### src/design/lcs_pkg.sv
package lcs_pkg;

  localparam int LenWidth = 7;
  localparam logic [LenWidth-1:0] LEN_MAX = 7'd127;

  typedef enum logic [1:0] {
    CMD_CLEAR  = 2'd0,
    CMD_APPEND = 2'd1,
    CMD_QUERY  = 2'd2,
    CMD_END    = 2'd3
  } cmd_t;

  typedef logic [LenWidth-1:0] len_t;

  typedef struct packed {
    logic query;
    logic row_clear;
    logic ref_clear;
  } cell_ctl_t;

endpackage

### src/design/longest_common_substring_length.sv
// Longest common substring length of a stored reference and a streamed query.
// Input channel (in_valid, in_stall, command, symbol) takes one item per cycle
// while in_stall is low, for clear, append and query-byte commands. Each
// reference byte lives in its own cell of a chain, and every active cell
// updates its run length in the same cycle. An end-query item produces one
// result (match_length, reference_truncated) on the output channel (out_valid,
// out_stall). The per-cell maxima ripple down the chain one cell per cycle, so
// the result is loaded only at the end of the drain; in_stall is high during
// the drain. All other commands produce no result.
// Reset clears the reference, the row, the maximum and the truncation flag,
// and leaves the output channel empty.
// A held result stays stable while out_stall is high, and new items are still
// accepted; a second end-query item waits in its final cycle until the first
// result has been taken.
module longest_common_substring_length #(
  parameter int MAX_REF = 64
) (
  input  logic       clk,
  input  logic       rst,
  input  logic       in_valid,
  output logic       in_stall,
  input  logic [1:0] command,
  input  logic [7:0] symbol,
  output logic       out_valid,
  input  logic       out_stall,
  output logic [6:0] match_length,
  output logic       reference_truncated
);

  localparam int CW = $clog2(MAX_REF + 1);
  localparam int DW = (MAX_REF > 1) ? $clog2(MAX_REF) : 1;

  typedef enum logic {ST_RUN, ST_DRAIN} state_t;

  state_t             state;
  logic [CW-1:0]      ref_count;
  logic [DW-1:0]      drain_cnt;
  logic               overflow;
  logic               accept;
  logic               append;
  logic               load_result;
  lcs_pkg::cell_ctl_t ctl;
  lcs_pkg::len_t      run_chain [MAX_REF+1];
  lcs_pkg::len_t      carry_chain [MAX_REF+1];

  assign in_stall    = (state == ST_DRAIN);
  assign accept      = in_valid && !in_stall;
  assign append      = accept && (command == lcs_pkg::CMD_APPEND);
  assign load_result = (state == ST_DRAIN) && (drain_cnt == '0) && !(out_valid && out_stall);

  assign ctl.query     = accept && (command == lcs_pkg::CMD_QUERY);
  assign ctl.ref_clear = accept && (command == lcs_pkg::CMD_CLEAR);
  assign ctl.row_clear = ctl.ref_clear || load_result;

  assign run_chain[0]   = '0;
  assign carry_chain[0] = '0;

  for (genvar i = 0; i < MAX_REF; i++) begin : g_cell
    lcs_cell u_cell (
      .clk       (clk),
      .rst       (rst),
      .ctl       (ctl),
      .load      (append && (ref_count == CW'(i))),
      .symbol    (symbol),
      .left_run  (run_chain[i]),
      .left_carry(carry_chain[i]),
      .run       (run_chain[i+1]),
      .carry     (carry_chain[i+1])
    );
  end

  always_ff @(posedge clk) begin
    if (load_result) begin
      match_length        <= carry_chain[MAX_REF];
      reference_truncated <= overflow;
    end
  end

  always_ff @(posedge clk) begin
    if (rst) begin
      state     <= ST_RUN;
      ref_count <= '0;
      drain_cnt <= '0;
      overflow  <= 1'b0;
      out_valid <= 1'b0;
    end else begin
      if (out_valid && !out_stall && !load_result) begin
        out_valid <= 1'b0;
      end
      case (state)
        ST_RUN: begin
          if (ctl.ref_clear) begin
            ref_count <= '0;
            overflow  <= 1'b0;
          end else if (append) begin
            if (ref_count < CW'(MAX_REF)) begin
              ref_count <= ref_count + CW'(1);
            end else begin
              overflow <= 1'b1;
            end
          end else if (accept && (command == lcs_pkg::CMD_END)) begin
            drain_cnt <= DW'(MAX_REF - 1);
            state     <= ST_DRAIN;
          end
        end
        ST_DRAIN: begin
          if (drain_cnt != '0) begin
            drain_cnt <= drain_cnt - DW'(1);
          end else if (load_result) begin
            out_valid <= 1'b1;
            state     <= ST_RUN;
          end
        end
        default: begin
          state <= ST_RUN;
        end
      endcase
    end
  end

endmodule

### src/design/lcs_cell.sv
module lcs_cell (
  input  logic              clk,
  input  logic              rst,
  input  lcs_pkg::cell_ctl_t ctl,
  input  logic              load,
  input  logic [7:0]        symbol,
  input  lcs_pkg::len_t     left_run,
  input  lcs_pkg::len_t     left_carry,
  output lcs_pkg::len_t     run,
  output lcs_pkg::len_t     carry
);

  logic          active;
  logic [7:0]    ref_byte;
  lcs_pkg::len_t best;
  lcs_pkg::len_t run_next;

  always_comb begin
    run_next = '0;
    if (ref_byte == symbol) begin
      if (left_run == lcs_pkg::LEN_MAX) begin
        run_next = lcs_pkg::LEN_MAX;
      end else begin
        run_next = left_run + lcs_pkg::len_t'(1);
      end
    end
  end

  always_ff @(posedge clk) begin
    if (load) begin
      ref_byte <= symbol;
    end
  end

  always_ff @(posedge clk) begin
    if (rst) begin
      active <= 1'b0;
      run    <= '0;
      best   <= '0;
      carry  <= '0;
    end else begin
      if (ctl.ref_clear) begin
        active <= 1'b0;
      end else if (load) begin
        active <= 1'b1;
      end
      if (ctl.row_clear) begin
        run   <= '0;
        best  <= '0;
        carry <= '0;
      end else begin
        if (load) begin
          run <= '0;
        end else if (ctl.query && active) begin
          run <= run_next;
          if (run_next > best) begin
            best <= run_next;
          end
        end
        carry <= (left_carry > best) ? left_carry : best;
      end
    end
  end

endmodule

### config.mk
export PLATFORM = sky130hd
export DESIGN_NAME = longest_common_substring_length
export DESIGN_NICKNAME = d
export VERILOG_FILES = /design/src/design/lcs_pkg.sv /design/src/design/longest_common_substring_length.sv /design/src/design/lcs_cell.sv
export SDC_FILE = /design/constraint.sdc
export NUM_CORES = 2
export LEC_CHECK = 0
export ABC_AREA = 0
export ABC_CLOCK_PERIOD_IN_PS = 6800
export BUFFER_PORTS_ARGS = -buffer_cell sky130_fd_sc_hd__buf_2
export CAP_MARGIN = 10
export CORE_ASPECT_RATIO = 1.5
export CORE_UTILIZATION = 60
export CTS_CLUSTER_DIAMETER = 120
export DETAILED_ROUTE_END_ITERATION = 7
export PLACE_DENSITY = 0.77
export REMOVE_ABC_BUFFERS = 1
export SYNTH_ARGS = -nofsm -noshare
export SYNTH_HDL_FRONTEND = slang
export SYNTH_SLANG_ARGS = --single-unit
### constraint.sdc
create_clock -name clk -period 6.8 [get_ports clk]
set_clock_uncertainty 0.1 [all_clocks]
set_input_delay 0 -clock clk [delete_from_list [all_inputs] [get_ports clk]]
set_output_delay 0 -clock clk [all_outputs]
set_load 0.03 [all_outputs]
==> results by group <==
Clock network
  • # Post-CTS Setup Buffers: 0
  • Num CTS Buffers: 176
  • H-tree lvl count: 4
  • Clock-pin transition on the worst setup and hold timing paths: 0.06 ns
  • Clk buf depth: 3
  • CTS sink cnt: 1874
  • Post-CTS sizing: 0
  • CTS tree: built
  • CTS Hold Bufs: 21
  • Clk_lat worst skew: 0.83 ns
  • Clk root buf: clkbuf_16

Pwr
  • Int Power: 17.56 mW
  • PD cells: 211.4 nW/um2
  • Worst VDD drop: 271.4 uV
  • Sequential power share: 0.507
  • Share of power burned in combinational logic: 0.038
  • Sw frac: 0.2244
  • NetSw: 5.080 mW
  • Clock share of power: 0.455
  • Pleak: 38.07 nW

Drt
  • Drc violations: 0
  • DR iter-0 viols: 5050
  • WL/cell: 19.55 um
  • Vias/cell: 6.248
  • Remaining antenna violation count after routing: 0
  • Vias: 80136
  • Final wirelength: 250700 um
  • Drt pass-1 iters: 6

Global routing
  • Initial antenna violation count: 3
  • First-pass GRT wire length: 401900 um
  • GRT overflow: 0
  • Gr usage total: 0.2934
  • Vias in the first global route: 79138
  • Largest net degree at the start of global routing: 173

Critical path
  • Highest-delay cell along the critical path: buf_6
  • CP Class: input port to flop
  • Crit path arrival time: 4.59 ns
  • WP data required: 7.37 ns
  • CP Capture Type: flop
  • Worst-path maximum fanout: 67
  • Startpoint Class: input port
  • Critical-path cell list: dlygate4sd3_1 > buf_6 > buf_4 > xnor2_1 > nand4_1 > nor2_1 > and2_1 > ha_1 > a211oi_1 > o21bai_1 > o21bai_1 > mux2i_1 > nor2_1
  • Worst path max stage delay: 0.67 ns

Placement
  • Cell Count Post-Placement: 12467
  • Area post-placement: 100800 um2
  • GP Congestion: 0.8928
  • Post-DP HPWL: 174600 um
  • IO Port Bufs: 23

Floorplanning
  • Row Count: 182
  • DIE WIDTH: 334.9 um
  • I/O pins: 24
  • Die ar.: 167900 um2
  • DIE HEIGHT: 501.3 um
  • Placeable Area: 164400 um2
  • Starting Density: 0.6065

Synth
  • Register bit count reported by yosys: 1874
  • Number of enable flip-flop cells after synthesis: 520
  • Ys async rst share: 0
  • Post-synthesis cell count: 10683
  • Yosys cell types: 79
  • Synth Flop Type: dfxtp_1
  • Register area share after synthesis: 0.4284
  • Post-synthesis cell area: 99720 um2
  • Synth Warn #: 0
  • Post-Syn Area per Cell: 9.335 um2

Cells and area
  • Layout cells sized above 1: 0.05218
  • Layout area overhead: 7.415%
  • Post-Route Utilization: 0.6515
  • Non-Filler Instances: 12826
  • Post-route cell area: 107100 um2
  • Nets: 11391

Timing
  • Final Setup Violations: 0
  • Final hold violation count: 0
  • Relative slew slack: 0.1911
  • Setup TNS: 0 ns
  • Worst-Margin Slew: 1.201 ns
  • Tcrit/Tclk final: 0.5909
  • Max Slew Vio Count: 0
  • Worst hold slack: 0.08974 ns
  • Achievable clock frequency: 248.9 MHz
  • Min Clock Period, post-route: 4.018 ns
  • RSZ-0062 raised after global routing: no

Hold path
  • Worst hold path class: input port to flop

Run
  • Max Cap Viol: 0

Status
  • Status: finished clean
registers in the layout, summed over array words and instances (netlist names):
name and count:
drain_cnt 6, overflow 1, in_stall 1, g_cell.u_cell.carry 427, g_cell.u_cell.best 427, out_valid 1, g_cell.u_cell.run 420, g_cell.u_cell.ref_byte 512
match_length 7, g_cell.u_cell.active 64, reference_truncated 1, ref_count 7
metal layers:
layer  GRT usage  part of all wire  vias up
met1      0.3294              0.39    38519
met4      0.1510             0.050        0
met2      0.5414              0.51     2139
met5           0                 0        -
li1            -                 -    38765
met3     0.03346             0.044      713
final timing paths:
path                                            startpoint                    endpoint  slack [ns]  depth (start not counted)
worst min register to register  g_cell[63].u_cell.carry[5]             match_length[5]        0.32                          0
worst min-delay path                              in_valid                    in_stall        0.09                          4
worst max register to register                drain_cnt[0]  g_cell[38].u_cell.carry[2]        3.02                          8
worst max-delay path                             symbol[5]   g_cell[29].u_cell.best[3]        2.78                         13
metrics by stage:
step	worst slack [ns]	total power, mW
finish	2.782	22.64
global placement	2.591	12.53
global route	2.487	23.23
CTS	2.767	22.76
detailed placement	2.433	12.56
floorplan	-65.99	12.29
area by class of cell:
cell class / instances / area [um2]
fillers: 13208 / 57300
inverters: 469 / 1760
flip-flops and latches: 1874 / 42720
repair buffers: 115 / 1099
clock buffers: 226 / 4797
clock inverters: 106 / 1242
diodes: 1 / 2.502
well taps: 2208 / 2763
multi-input cells: 7827 / 52730
logic make-up after synthesis:
logic type      share of synthesized area
compound gates                     0.1506
xor+xnor                          0.05612
fa+ha+maj                          0.1147
buf+inv                           0.04354
flops                              0.4284
mux                               0.01877
simple gates                       0.1879
cell usage in the layout, fill, tap and decap left out, types with 245 or more instances in the layout:
cell and count:
dfxtp_1 1354, nor2_1 683, ha_1 914, inv_1 469
nand4_1 392, o21ai_0 392, o31ai_1 245, edfxtp_1 520
a21oi_1 706, nand2_1 890, xnor2_1 537, nand3_1 1075
power groups by stage:
| stage | Sequential, mW | Clock, mW | Combinational [mW] |
|---|---|---|---|
| floorplan | 11.7 | 0 | 0.572 |
| global placement | 11.7 | 0 | 0.816 |
| detailed placement | 11.7 | 0 | 0.838 |
| CTS | 11.5 | 10.4 | 0.853 |
| global route | 11.5 | 10.9 | 0.917 |
| finish | 11.5 | 10.3 | 0.864 |
synth_stat cells, types with 142 or more instances:
| master | count | area share |
|---|---|---|
| clkbuf_1 | 303 | 0.011 |
| o21ai_0 | 393 | 0.020 |
| dfxtp_1 | 1354 | 0.27 |
| a21oi_1 | 708 | 0.036 |
| nand2_1 | 893 | 0.034 |
| xnor2_1 | 537 | 0.047 |
| nand4_1 | 392 | 0.025 |
| edfxtp_1 | 520 | 0.16 |
| a211oi_1 | 142 | 0.011 |
| inv_1 | 469 | 0.018 |
| mux2i_1 | 187 | 0.019 |
| o31ai_1 | 245 | 0.018 |
| nor2_1 | 683 | 0.026 |
| nand3_1 | 1076 | 0.054 |
| ha_1 | 914 | 0.11 |
critical path: cells and delay by family:
| family | cells | cell delay [ns] |
|---|---|---|
| buf+inv | 3 | 1.67 |
| simple gates | 4 | 1.14 |
| compound gates | 3 | 0.98 |
| mux | 1 | 0.27 |
| fa+ha+maj | 1 | 0.25 |
| xor+xnor | 1 | 0.17 |
Note: power is estimated with default switching activity, not from simulation.
